==> src/rtl/core/ectc_pkg.sv <==
// shared types, constants and calendar tables for the epoch to calendar converter
`default_nettype none

package ectc_pkg;

  localparam logic [16:0] SECS_PER_DAY    = 17'd86400;
  localparam logic [11:0] SECS_PER_HOUR   = 12'd3600;
  localparam logic [5:0]  SECS_PER_MIN    = 6'd60;
  localparam logic [2:0]  DAYS_PER_WEEK   = 3'd7;
  localparam logic [11:0] FIRST_YEAR      = 12'd1970;
  localparam logic [11:0] LAST_EXACT_YEAR = 12'd2099;
  localparam logic [11:0] CENTURY_2100    = 12'd2100;
  localparam logic [8:0]  DAYS_PER_YEAR   = 9'd365;

  // leap days through year 1969 net of the century terms
  localparam logic [12:0] LEAP_BIAS       = 13'd15;

  // reciprocals, exact over each operand range
  // days:    (secs >> 7) / 675, product >> 35
  // hours:   (tod >> 4) / 225, product >> 21
  // minutes: (rest >> 2) / 15, product >> 14
  // weeks:   sum / 7, product >> 16
  localparam logic [25:0] DAY_RECIP       = 26'd50903317;
  localparam logic [13:0] HOUR_RECIP      = 14'd9321;
  localparam logic [10:0] MIN_RECIP       = 11'd1093;
  localparam logic [13:0] WEEK_RECIP      = 14'd9363;

  typedef enum logic [3:0] {
    OP_NONE,
    OP_LOAD,
    OP_DAY,
    OP_TOD,
    OP_HOUR,
    OP_HOUR_REM,
    OP_MIN,
    OP_SEC,
    OP_YEAR,
    OP_MONTH,
    OP_WD_SUM,
    OP_WD_QUO,
    OP_WD_REM,
    OP_PUBLISH
  } op_e;

  typedef struct packed {
    op_e op;
  } cmd_t;

  typedef struct packed {
    logic year_done;
    logic month_done;
  } status_t;

  function automatic logic [4:0] month_len(input logic [3:0] month, input logic leap);
    logic [4:0] len;
    len = 5'd31;
    case (month) inside
      4'd2:                      len = leap ? 5'd29 : 5'd28;
      4'd4, 4'd6, 4'd9, 4'd11:   len = 5'd30;
      default:                   len = 5'd31;
    endcase
    return len;
  endfunction

  // days before the first of the month in a common year
  function automatic logic [8:0] cum_days(input logic [3:0] month);
    logic [8:0] cum;
    cum = 9'd0;
    case (month)
      4'd1:    cum = 9'd0;
      4'd2:    cum = 9'd31;
      4'd3:    cum = 9'd59;
      4'd4:    cum = 9'd90;
      4'd5:    cum = 9'd120;
      4'd6:    cum = 9'd151;
      4'd7:    cum = 9'd181;
      4'd8:    cum = 9'd212;
      4'd9:    cum = 9'd243;
      4'd10:   cum = 9'd273;
      4'd11:   cum = 9'd304;
      4'd12:   cum = 9'd334;
      default: cum = 9'd0;
    endcase
    return cum;
  endfunction

endpackage

`default_nettype wire

==> src/rtl/core/epoch_seconds_to_calendar_top.sv <==
// top level of the epoch seconds to calendar date converter
`default_nettype none

// Converts an unsigned 32-bit count of seconds since 1970-01-01 00:00:00 into
// year, month, day of month, hour, minute, second and day of week (0 is
// Sunday), one result transaction per input transaction. Every fourth year
// counts as a leap year, which is exact through 2099; in_range_o drops for
// later years while the fields keep following that rule. In one conversion,
// six steps split the seconds into days, hour, minute and second by reciprocal
// multiplication, the year stepper takes one step per year since 1970 plus a
// final check, the month stepper one step per month passed plus a final check,
// sum, quotient and remainder steps form the weekday, and a last step moves the
// result into the output register once it is free or being taken. Work is on
// one item at a time; the input is ready again as soon as the result has moved
// into the output register, even if that result has not yet been taken. No
// clearing pass is needed after reset.
module epoch_seconds_to_calendar_top import ectc_pkg::*; (
  input  wire logic        clk_i,
  input  wire logic        rst_ni,
  // input transaction
  input  wire logic        in_valid_i,
  output logic             in_ready_o,
  input  wire logic [31:0] epoch_seconds_i,
  // result transaction
  output logic             out_valid_o,
  input  wire logic        out_ready_i,
  output logic [11:0]      year_o,
  output logic [3:0]       month_o,
  output logic [4:0]       day_of_month_o,
  output logic [4:0]       hour_o,
  output logic [5:0]       minute_o,
  output logic [5:0]       second_o,
  output logic [2:0]       weekday_o,
  output logic             in_range_o
);

  // command from controller to datapath, loop status back
  cmd_t    cmd;
  status_t status;

  // sequencer: splitting steps, year and month loops, result hand-off
  ectc_ctrl u_ctrl (
    .clk_i       (clk_i),
    .rst_ni      (rst_ni),
    .in_valid_i  (in_valid_i),
    .in_ready_o  (in_ready_o),
    .out_valid_o (out_valid_o),
    .out_ready_i (out_ready_i),
    .cmd_o       (cmd),
    .status_i    (status)
  );

  // working registers, reciprocal splitters and the output register set
  ectc_dp u_dp (
    .clk_i           (clk_i),
    .cmd_i           (cmd),
    .status_o        (status),
    .epoch_seconds_i (epoch_seconds_i),
    .year_o          (year_o),
    .month_o         (month_o),
    .day_of_month_o  (day_of_month_o),
    .hour_o          (hour_o),
    .minute_o        (minute_o),
    .second_o        (second_o),
    .weekday_o       (weekday_o),
    .in_range_o      (in_range_o)
  );

endmodule

`default_nettype wire

==> src/rtl/core/ectc_dp.sv <==
// datapath: reciprocal splitters, year and month steppers, output registers
`default_nettype none

module ectc_dp import ectc_pkg::*; (
  input  wire logic        clk_i,
  input  wire cmd_t        cmd_i,
  output status_t          status_o,
  input  wire logic [31:0] epoch_seconds_i,
  output logic [11:0]      year_o,
  output logic [3:0]       month_o,
  output logic [4:0]       day_of_month_o,
  output logic [4:0]       hour_o,
  output logic [5:0]       minute_o,
  output logic [5:0]       second_o,
  output logic [2:0]       weekday_o,
  output logic             in_range_o
);

  logic [31:0] secs_q, secs_d;
  logic [15:0] days_q, days_d;
  logic [16:0] tod_q, tod_d;
  logic [11:0] rest_q, rest_d;
  logic [11:0] year_q, year_d;
  logic [3:0]  month_q, month_d;
  logic [4:0]  hour_q, hour_d;
  logic [5:0]  minute_q, minute_d;
  logic [5:0]  second_q, second_d;
  logic [12:0] wd_sum_q, wd_sum_d;
  logic [10:0] wd_quo_q, wd_quo_d;
  logic [2:0]  weekday_q, weekday_d;

  logic [50:0] day_prod;
  logic [31:0] day_secs;
  logic [31:0] tod_full;
  logic [26:0] hour_prod;
  logic [16:0] hour_secs;
  logic [16:0] rest_full;
  logic [20:0] min_prod;
  logic [11:0] min_secs;
  logic [11:0] sec_full;
  logic [26:0] wd_prod;
  logic [12:0] wd_mul7;
  logic [12:0] wd_rem_full;
  logic        leap;
  logic [8:0]  year_len;
  logic [4:0]  mlen;
  logic        month_go;
  logic [11:0] prev;
  logic [4:0]  mday;
  logic        corr;
  logic        late;
  logic [12:0] wd_sum;

  // quotients by reciprocal multiplication, remainders by multiply back
  assign day_prod    = {26'd0, secs_q[31:7]} * {25'd0, DAY_RECIP};
  assign day_secs    = {16'd0, days_q} * {15'd0, SECS_PER_DAY};
  assign tod_full    = secs_q - day_secs;
  assign hour_prod   = {14'd0, tod_q[16:4]} * {13'd0, HOUR_RECIP};
  assign hour_secs   = {12'd0, hour_q} * {5'd0, SECS_PER_HOUR};
  assign rest_full   = tod_q - hour_secs;
  assign min_prod    = {11'd0, rest_q[11:2]} * {10'd0, MIN_RECIP};
  assign min_secs    = {6'd0, minute_q} * {6'd0, SECS_PER_MIN};
  assign sec_full    = rest_q - min_secs;
  assign wd_prod     = {14'd0, wd_sum_q} * {13'd0, WEEK_RECIP};
  assign wd_mul7     = {2'd0, wd_quo_q} * {10'd0, DAYS_PER_WEEK};
  assign wd_rem_full = wd_sum_q - wd_mul7;

  assign leap     = (year_q[1:0] == 2'b00);
  assign year_len = DAYS_PER_YEAR + {8'd0, leap};
  assign mlen     = month_len(month_q, leap);
  assign month_go = (month_q < 4'd12) && (days_q >= {11'd0, mlen});

  assign status_o.year_done  = (days_q < {7'd0, year_len});
  assign status_o.month_done = !month_go;

  // weekday sum, reduced mod 7 later; 365 is 1 mod 7
  assign prev   = year_q - 12'd1;
  assign mday   = days_q[4:0] + 5'd1;
  assign corr   = leap && (month_q > 4'd2);
  assign late   = (prev >= CENTURY_2100);
  assign wd_sum = {1'b0, prev} + {3'd0, prev[11:2]} + {4'd0, cum_days(month_q)}
                + {8'd0, mday} + {12'd0, corr} - LEAP_BIAS - {12'd0, late};

  always_comb begin
    secs_d    = secs_q;
    days_d    = days_q;
    tod_d     = tod_q;
    rest_d    = rest_q;
    year_d    = year_q;
    month_d   = month_q;
    hour_d    = hour_q;
    minute_d  = minute_q;
    second_d  = second_q;
    wd_sum_d  = wd_sum_q;
    wd_quo_d  = wd_quo_q;
    weekday_d = weekday_q;
    case (cmd_i.op)
      OP_LOAD: begin
        secs_d  = epoch_seconds_i;
        year_d  = FIRST_YEAR;
        month_d = 4'd1;
      end
      OP_DAY:      days_d    = day_prod[50:35];
      OP_TOD:      tod_d     = tod_full[16:0];
      OP_HOUR:     hour_d    = hour_prod[25:21];
      OP_HOUR_REM: rest_d    = rest_full[11:0];
      OP_MIN:      minute_d  = min_prod[19:14];
      OP_SEC:      second_d  = sec_full[5:0];
      OP_YEAR: begin
        if (!status_o.year_done) begin
          days_d = days_q - {7'd0, year_len};
          year_d = year_q + 12'd1;
        end
      end
      OP_MONTH: begin
        if (month_go) begin
          days_d  = days_q - {11'd0, mlen};
          month_d = month_q + 4'd1;
        end
      end
      OP_WD_SUM:   wd_sum_d  = wd_sum;
      OP_WD_QUO:   wd_quo_d  = wd_prod[26:16];
      OP_WD_REM:   weekday_d = wd_rem_full[2:0];
      default: begin
      end
    endcase
  end

  always_ff @(posedge clk_i) begin
    secs_q    <= secs_d;
    days_q    <= days_d;
    tod_q     <= tod_d;
    rest_q    <= rest_d;
    year_q    <= year_d;
    month_q   <= month_d;
    hour_q    <= hour_d;
    minute_q  <= minute_d;
    second_q  <= second_d;
    wd_sum_q  <= wd_sum_d;
    wd_quo_q  <= wd_quo_d;
    weekday_q <= weekday_d;
  end

  always_ff @(posedge clk_i) begin
    if (cmd_i.op == OP_PUBLISH) begin
      year_o         <= year_q;
      month_o        <= month_q;
      day_of_month_o <= mday;
      hour_o         <= hour_q;
      minute_o       <= minute_q;
      second_o       <= second_q;
      weekday_o      <= weekday_q;
      in_range_o     <= (year_q <= LAST_EXACT_YEAR);
    end
  end

endmodule

`default_nettype wire

==> src/rtl/core/ectc_ctrl.sv <==
// controller: sequences the conversion steps and runs both handshakes
`default_nettype none

module ectc_ctrl import ectc_pkg::*; (
  input  wire logic    clk_i,
  input  wire logic    rst_ni,
  input  wire logic    in_valid_i,
  output logic         in_ready_o,
  output logic         out_valid_o,
  input  wire logic    out_ready_i,
  output cmd_t         cmd_o,
  input  wire status_t status_i
);

  typedef enum logic [3:0] {
    S_IDLE,
    S_DAY,
    S_TOD,
    S_HOUR,
    S_HOUR_REM,
    S_MIN,
    S_SEC,
    S_YEAR,
    S_MONTH,
    S_WD_SUM,
    S_WD_QUO,
    S_WD_REM,
    S_FINISH
  } state_e;

  state_e     state_q;
  logic       out_valid_q;
  logic       can_publish;

  assign can_publish = !out_valid_q || out_ready_i;
  assign in_ready_o  = (state_q == S_IDLE);
  assign out_valid_o = out_valid_q;

  always_comb begin
    cmd_o.op = OP_NONE;
    case (state_q)
      S_IDLE:     cmd_o.op = in_valid_i ? OP_LOAD : OP_NONE;
      S_DAY:      cmd_o.op = OP_DAY;
      S_TOD:      cmd_o.op = OP_TOD;
      S_HOUR:     cmd_o.op = OP_HOUR;
      S_HOUR_REM: cmd_o.op = OP_HOUR_REM;
      S_MIN:      cmd_o.op = OP_MIN;
      S_SEC:      cmd_o.op = OP_SEC;
      S_YEAR:     cmd_o.op = OP_YEAR;
      S_MONTH:    cmd_o.op = OP_MONTH;
      S_WD_SUM:   cmd_o.op = OP_WD_SUM;
      S_WD_QUO:   cmd_o.op = OP_WD_QUO;
      S_WD_REM:   cmd_o.op = OP_WD_REM;
      S_FINISH:   cmd_o.op = can_publish ? OP_PUBLISH : OP_NONE;
      default:    cmd_o.op = OP_NONE;
    endcase
  end

  always_ff @(posedge clk_i or negedge rst_ni) begin
    if (!rst_ni) begin
      state_q     <= S_IDLE;
      out_valid_q <= 1'b0;
    end else begin
      if ((state_q == S_FINISH) && can_publish) begin
        out_valid_q <= 1'b1;
      end else if (out_valid_q && out_ready_i) begin
        out_valid_q <= 1'b0;
      end
      case (state_q)
        S_IDLE: begin
          if (in_valid_i) begin
            state_q <= S_DAY;
          end
        end
        S_DAY:      state_q <= S_TOD;
        S_TOD:      state_q <= S_HOUR;
        S_HOUR:     state_q <= S_HOUR_REM;
        S_HOUR_REM: state_q <= S_MIN;
        S_MIN:      state_q <= S_SEC;
        S_SEC:      state_q <= S_YEAR;
        S_YEAR: begin
          if (status_i.year_done) begin
            state_q <= S_MONTH;
          end
        end
        S_MONTH: begin
          if (status_i.month_done) begin
            state_q <= S_WD_SUM;
          end
        end
        S_WD_SUM:   state_q <= S_WD_QUO;
        S_WD_QUO:   state_q <= S_WD_REM;
        S_WD_REM:   state_q <= S_FINISH;
        S_FINISH: begin
          if (can_publish) begin
            state_q <= S_IDLE;
          end
        end
        default: begin
          state_q <= S_IDLE;
        end
      endcase
    end
  end

endmodule

`default_nettype wire
==> config.mk <==
export PLATFORM = sky130hd
export DESIGN_NAME = epoch_seconds_to_calendar_top
export DESIGN_NICKNAME = d
export VERILOG_FILES = /design/src/rtl/core/ectc_pkg.sv /design/src/rtl/core/epoch_seconds_to_calendar_top.sv /design/src/rtl/core/ectc_dp.sv /design/src/rtl/core/ectc_ctrl.sv
export SDC_FILE = /design/constraint.sdc
export NUM_CORES = 1
export LEC_CHECK = 0
export BUFFER_PORTS_ARGS = -buffer_cell sky130_fd_sc_hd__buf_2
export CORE_MARGIN = 4
export CORE_UTILIZATION = 45
export DETAILED_ROUTE_END_ITERATION = 16
export PLACE_DENSITY = 0.73
export SYNTH_ARGS = -nofsm -noshare
export SYNTH_HDL_FRONTEND = slang
export SYNTH_SLANG_ARGS = --single-unit
export TNS_END_PERCENT = 10
==> constraint.sdc <==
create_clock -name clk_i -period 6.4 [get_ports clk_i]
set_input_delay 0.64 -clock clk_i [delete_from_list [all_inputs] [get_ports clk_i]]
set_output_delay 0.64 -clock clk_i [all_outputs]
set_load 0.1 [all_outputs]
==> Word-level counts from Yosys, hierarchy flattened <==
Memories as Yosys holds them, arrays and structs flattened. A register that Yosys moved wholly into a read port is not among the register bits.
Index checks and enable logic that the tools add are counted.
{ "word_totals": {"word_cells": 128, "romBits": 144, "n_memories": 1, "register_bits": 184, "input_bits": 36} }
{ "mem_list": {"columns": ["name", "depth", "width", "rd", "rd_ports_with_merged_regs", "write_ports", "line", "text"], "rows": [
  ["(no name shown)", 16, 9, 1, 1, 0, "ectc_pkg.sv:69", "case (month)"]
]} }
{ "classes": {"n_addsub": 17, "multipliers": 8, "muxes": 21, "n_reduce_logical": 17, "eq_ne": 36, "magnitude_cmp": 6} }
{ "ops": {"columns": ["op", "count"], "rows": [
  ["one-hot mux 4 bit (13 select lines)", 2],
  ["equality test 4 bit, second input constant", 13],
  ["multiplier 25 x 26 -> 51 bit, second input constant", 1],
  ["one-hot mux 16 bit (3 select lines)", 1],
  ["equality test 4 x 3 -> 1 bit, second input constant", 10],
  ["2-to-1 mux 16 bit", 2],
  ["2-to-1 mux 4 bit", 7],
  ["multiplier 13 x 14 -> 27 bit, second input constant", 1],
  ["multiplier 13 x 14 -> 26 bit, second input constant", 1],
  ["one-hot mux 12 bit (2 select lines)", 1],
  ["equality test 4 x 2 -> 1 bit, second input constant", 5],
  ["multiplier 10 x 11 -> 20 bit, second input constant", 1],
  ["subtractor 17 bit", 1],
  ["greater-or-equal comparator 16 x 5 -> 1 bit", 1],
  ["less-than comparator 16 x 9 -> 1 bit", 1],
  ["multiplier 16 x 10 -> 10 bit, second input constant", 1],
  ["subtractor 16 x 5 -> 16 bit", 1],
  ["subtractor 16 x 9 -> 16 bit", 1],
  ["adder 12 x 10 -> 13 bit", 1],
  ["adder 13 x 1 -> 13 bit", 1],
  ["adder 13 x 5 -> 13 bit", 1],
  ["adder 13 x 9 -> 13 bit", 1],
  ["subtractor 13 x 1 -> 13 bit", 1],
  ["subtractor 13 x 4 -> 13 bit, second input constant", 1],
  ["other kinds (33)", 48]
]} }

==> Longest topological paths before layout <==
{ "depth": {"word_depth": 9, "mapped_depth": 24, "mapped_depth_nobuf": 24} }

==> By module <==
From an unflattened synthesis, not the netlist that was laid out.
{ "unflattened": {"hier_cells": 2359, "hier_area_um2": 24848.8} }
{ "by_module_without_submodules": {"columns": ["module", "n_inst", "area_per_inst_um2", "cells_per_inst"], "rows": [
  ["ectc_dp", 1, 24452.2, 2320],
  ["ectc_ctrl", 1, 396.6, 39]
]} }

==> Least setup slack after synthesis <==
No wires, ideal clock.
{ "synth_path": {"path_type": "register to register", "from": "register u_dp.secs_q[12]", "to": "register u_dp.days_q[11], data pin", "setup_ps": 268, "stages_incl_launch_ff": 23, "arrival_time_ps": 6103, "setup_slack_ps": 30, "required_ps": 6132, "period_less_slack_ps": 6370, "path_cell_list": "edfxtp_1 -> inv_1 -> ha_1 -> inv_1 -> fa_1 -> ha_1 -> inv_1 -> fa_1 -> inv_1 -> fa_1 -> fa_1 -> inv_1 -> fa_1 -> inv_1 -> ha_1 -> nand4_1 -> or4_1 -> or2_2 -> o41ai_1 -> a21o_1 -> a31o_2 -> mux2i_1 -> o21ai_0"} }
{ "synth_via": {"elab_chain_len": 2} }
{ "synth_lines": {"columns": ["element", "line", "text"], "rows": [
  ["from (decl)", "ectc_dp.sv:19", "logic [31:0] secs_q, secs_d;"],
  ["from (signal assigned)", "ectc_dp.sv:130", "secs_q <= secs_d;"],
  ["multiplier 25 x 26 -> 51 bit", "ectc_dp.sv:55", "assign day_prod = {26'd0, secs_q[31:7]} * {25'd0, DAY_RECIP};"],
  ["one-hot mux 16 bit (3 select lines)", "ectc_dp.sv:97", "case (cmd_i.op)"],
  ["named net u_dp.days_d[11]", "ectc_dp.sv:20", "logic [15:0] days_q, days_d;"],
  ["to (signal assigned)", "ectc_dp.sv:131", "days_q <= days_d;"],
  ["to (decl)", "ectc_dp.sv:20", null]
]} }
The timed path passes the listed nets, and every way through them passes these cells.
A chain may end at the register's enable or synchronous reset.

==> Worst setup path in the final report <==
Same ends and word-level chain as after synthesis.

==> results.cfg <==
[floorplanning]
die_x_um = 243.4
initial_core_util = 0.4534
fp.coreArea_sq_um = 54990
io_pins = 80
fp.dieArea_sq_um = 59240
rows = 86
die_h_um = 243.4

[cts]
clkSlewWorstSetupHoldPaths_ns = 0.08
clk_path_buf_depth = 2
insertion_delay_ns = 0.48
clock-sinks = 185
cts.root.buffer_cell = clkbuf_16
tritoncts = built
h-tree-depth = 4
cts_made_buffers = 17

[grt]
antenna_found_initial = 0
grt_usage = 0.1976
grt_pass1_vias = 18370
grt_overflow = 0
grt_first_pass_wirelength_um = 94100
grt_max_degree = 35

[timing]
hold_viol_final = 0
timing.setup.tns_ns = -0.1420
rsz0062_at_grt = true
slew-limit-headroom = 0.3069
post-route-min-period_ns = 6.478
final-setup-viol-count = 4
final.setup.worst_slack_ns = -0.07816
drv_slew = 0
fin_worst_skew_ns = 0.01095
fin_crit_sh = 1.012
hold_slack_ns = 0.3259
worst_pin_slew_ns = 1.036
timing.fmax_mhz = 154.4

[critical_path]
worstPathArrival_ns = 6.69
start_kind = flop
end_kind = flop
worst-setup-path-type = reg2reg
path_max_fanout = 3
required_ns = 6.61

[synth]
synth_nets = 3256
synthCells = 2386
netlist-cell-type-count = 73
avgSynthCellArea_sq_um = 10.45
synth.cell_area_sq_um = 24930
yosysSeqAreaShare = 0.2182
synth_edf_count = 171
synth_seq_cells = 185
synth_ff_type = edfxtp_1
ys_async_sr_fraction = 0.02703
ys_warn_count = 0

[job]
max-cap-violations = 0

[final_layout]
multi_input_area_sq_um = 17470
fillers = 4767
drive_gt1_frac = 0.1088
design_area_sq_um = 27940
syn_to_final_growth_pct = 12.08
final_cell_mix = 595 x inv_1, 545 x ha_1, 268 x fa_1, 171 x edfxtp_1, 93 x nand2_1
seq_area_sq_um = 5440
final_common_cell = inv_1
diodes = 0
nNetsFinal = 3431

[hold_path]
hp-class = in2reg

[pwr]
power.total_uw = 2395
power_frac_seq = 0.544
p_leak_uw = 0.01415
combPwrFrac = 0.005
powerDensity_nw_per_um2 = 85.70
p_int_uw = 1836
p_switching_uw = 558.8
clkPwrFrac = 0.451
irDropWorstVdd_uv = 213.1
swShare = 0.2333

[route]
ant_nets = 0
drt_wl_total_um = 56710
vias_per_cell = 5.163
drt-pass1-iter-count = 6
detail_route.iter0.violations = 1139
drc = 0
wl_per_cell_um = 17.07
vias = 17150

[placement]
dp_worst_setup_slack_ns = -0.2017
gp_congestion = 0.9851
io_buffers = 79
hpwlAfterDp_um = 47770
place_area_sq_um = 26780

[status]
outcome = finished with violations
failed_checks = negative setup slack
==> synth_stat cells (4+ instances only) <==
master       n  area (sq um)
inv_1      607          2278
ha_1       562          7032
fa_1       272          5445
edfxtp_1   171          5135
nand2_1     93         349.1
a21oi_1     73         365.4
o21ai_0     71         355.3
xnor2_1     71         621.9
nor2_1      65         244.0
a21o_1      45         337.8
xor2_1      37         324.1
nand3_1     27         135.1
nor3_1      27         135.1
clkbuf_1    21         78.83
nand2b_1    16         100.1
nand4_1     16         100.1
a31oi_1     15         93.84
o21bai_1    12         90.09
nor2b_1     11         68.82
a211oi_1    10         75.07
mux2i_1     10         100.1
dfxtp_1      9         180.2
o22ai_1      9         56.30
nor4_1       8         50.05
o211ai_1     8         60.06
a22oi_1      6         45.04
and2_1       6         37.54
o221ai_1     6         52.55
or4_1        6         45.04
a2111oi_0    5         43.79
and3_1       5         31.28
dfrtp_1      5         125.1
or2_2        5         31.28
or3_1        5         31.28
nand4b_1     4         35.03
o2111ai_1    4         35.03
o21a_1       4         30.03
==> path summary, 6_finish.rpt <==
kind | start | endpoint | slack, ns | cells after the start
setup / recovery | u_dp.secs_q[12] | u_dp.days_q[11] | -0.08 | 19
hold / removal | epoch_seconds_i[19] | u_dp.secs_q[19] | 0.33 | 1
setup reg to reg | u_dp.secs_q[12] | u_dp.days_q[11] | -0.08 | 19
hold reg to reg | u_dp.minute_q[5] | u_dp.minute_o[5] | 0.42 | 0
max in group asynchronous | rst_ni | u_ctrl.state_q[2] | 5.72 | 2
min in group asynchronous | rst_ni | u_ctrl.out_valid_o | 0.52 | 2
==> metal layers <==
metal,share of wire,global-route usage
met1,0.44,0.2586
met2,0.49,0.3437
met3,0.047,0.02807
met4,0.023,0.05534
met5,0,0
==> registers in the layout, summed over array words and instances, names as in the netlist, 6 cells and up, named ones only <==
signal	cells
u_dp.year_q	12
u_dp.wd_sum_q	13
u_dp.second_q	6
u_dp.rest_q	12
u_dp.year_o	12
u_dp.minute_o	6
u_dp.tod_q	17
u_dp.days_q	16
u_dp.secs_q	32
u_dp.second_o	6
u_dp.minute_q	6
==> worst max-delay path, cell delays in order (launching register included) <==
cell,delay [ns]
edfxtp_1,0.51
buf_12,0.18
ha_4,0.27
inv_4,0.04
fa_1,0.58
fa_2,0.46
fa_2,0.53
inv_1,0.04
ha_1,0.31
fa_1,0.59
fa_1,0.46
ha_4,0.30
nand4_1,0.15
or4_4,0.53
or2_4,0.28
o41ai_4,0.32
a21o_1,0.21
a31o_4,0.19
mux2i_1,0.18
o21ai_1,0.07
==> logic make-up (layout without fill, tap and decap cells) <==
| logic type | count (synthesis) | after routing | synth area share |
|---|---|---|---|
| flip-flops | 185 | 185 | 0.2182 |
| adder cells (fa/ha/maj) | 834 | 834 | 0.5004 |
| AND/OR/NAND/NOR | 312 | 312 | 0.06273 |
| AO/OA/AOI/OAI | 300 | 300 | 0.07788 |
| buffers and inverters | 631 | 819 | 0.09525 |
| XOR/XNOR | 108 | 108 | 0.03794 |
| multiplexers | 16 | 16 | 0.007578 |
==> final cells by class <==
class	count	share of cell area
clock inverter	14	0.006089
inverter	608	0.08198
tap	748	0.03349
clock buffer	18	0.01536
timing repair buffer	179	0.04339
multi-input combinational	1570	0.6250
sequential	185	0.1947
==> per-stage QoR <==
step / instances / util
final: 3322 / 0.5082
after global routing: 3322 / 0.5082
after CTS: 3300 / 0.4994
after detailed placement: 3266 / 0.4870
after global placement: 3266 / 0.4870
after floorplan: 2386 / -
==> power by group through the flow <==
stage / Combinational, uW / Clock, uW / Sequential [uW]
CTS: 12.4 / 1110 / 1300
finish: 12.4 / 1080 / 1300
global route: 13.6 / 1160 / 1300
detailed placement: 11.8 / 0 / 1330
floorplan: 0.0198 / 0 / 1330
global placement: 11.7 / 0 / 1330
==> what timing repair did <==
| item | CTS | global route |
|---|---|---|
| hold buffers | 1 | 0 |
| endpoints found under the hold margin | 5 | 0 |
| setup endpoints to repair | 9 | 14 |
| setup buffers | 1 | 22 |
| resized for setup | 12 | 61 |
| pin swaps | 8 | 63 |
Power figures use the tool's default switching activity.
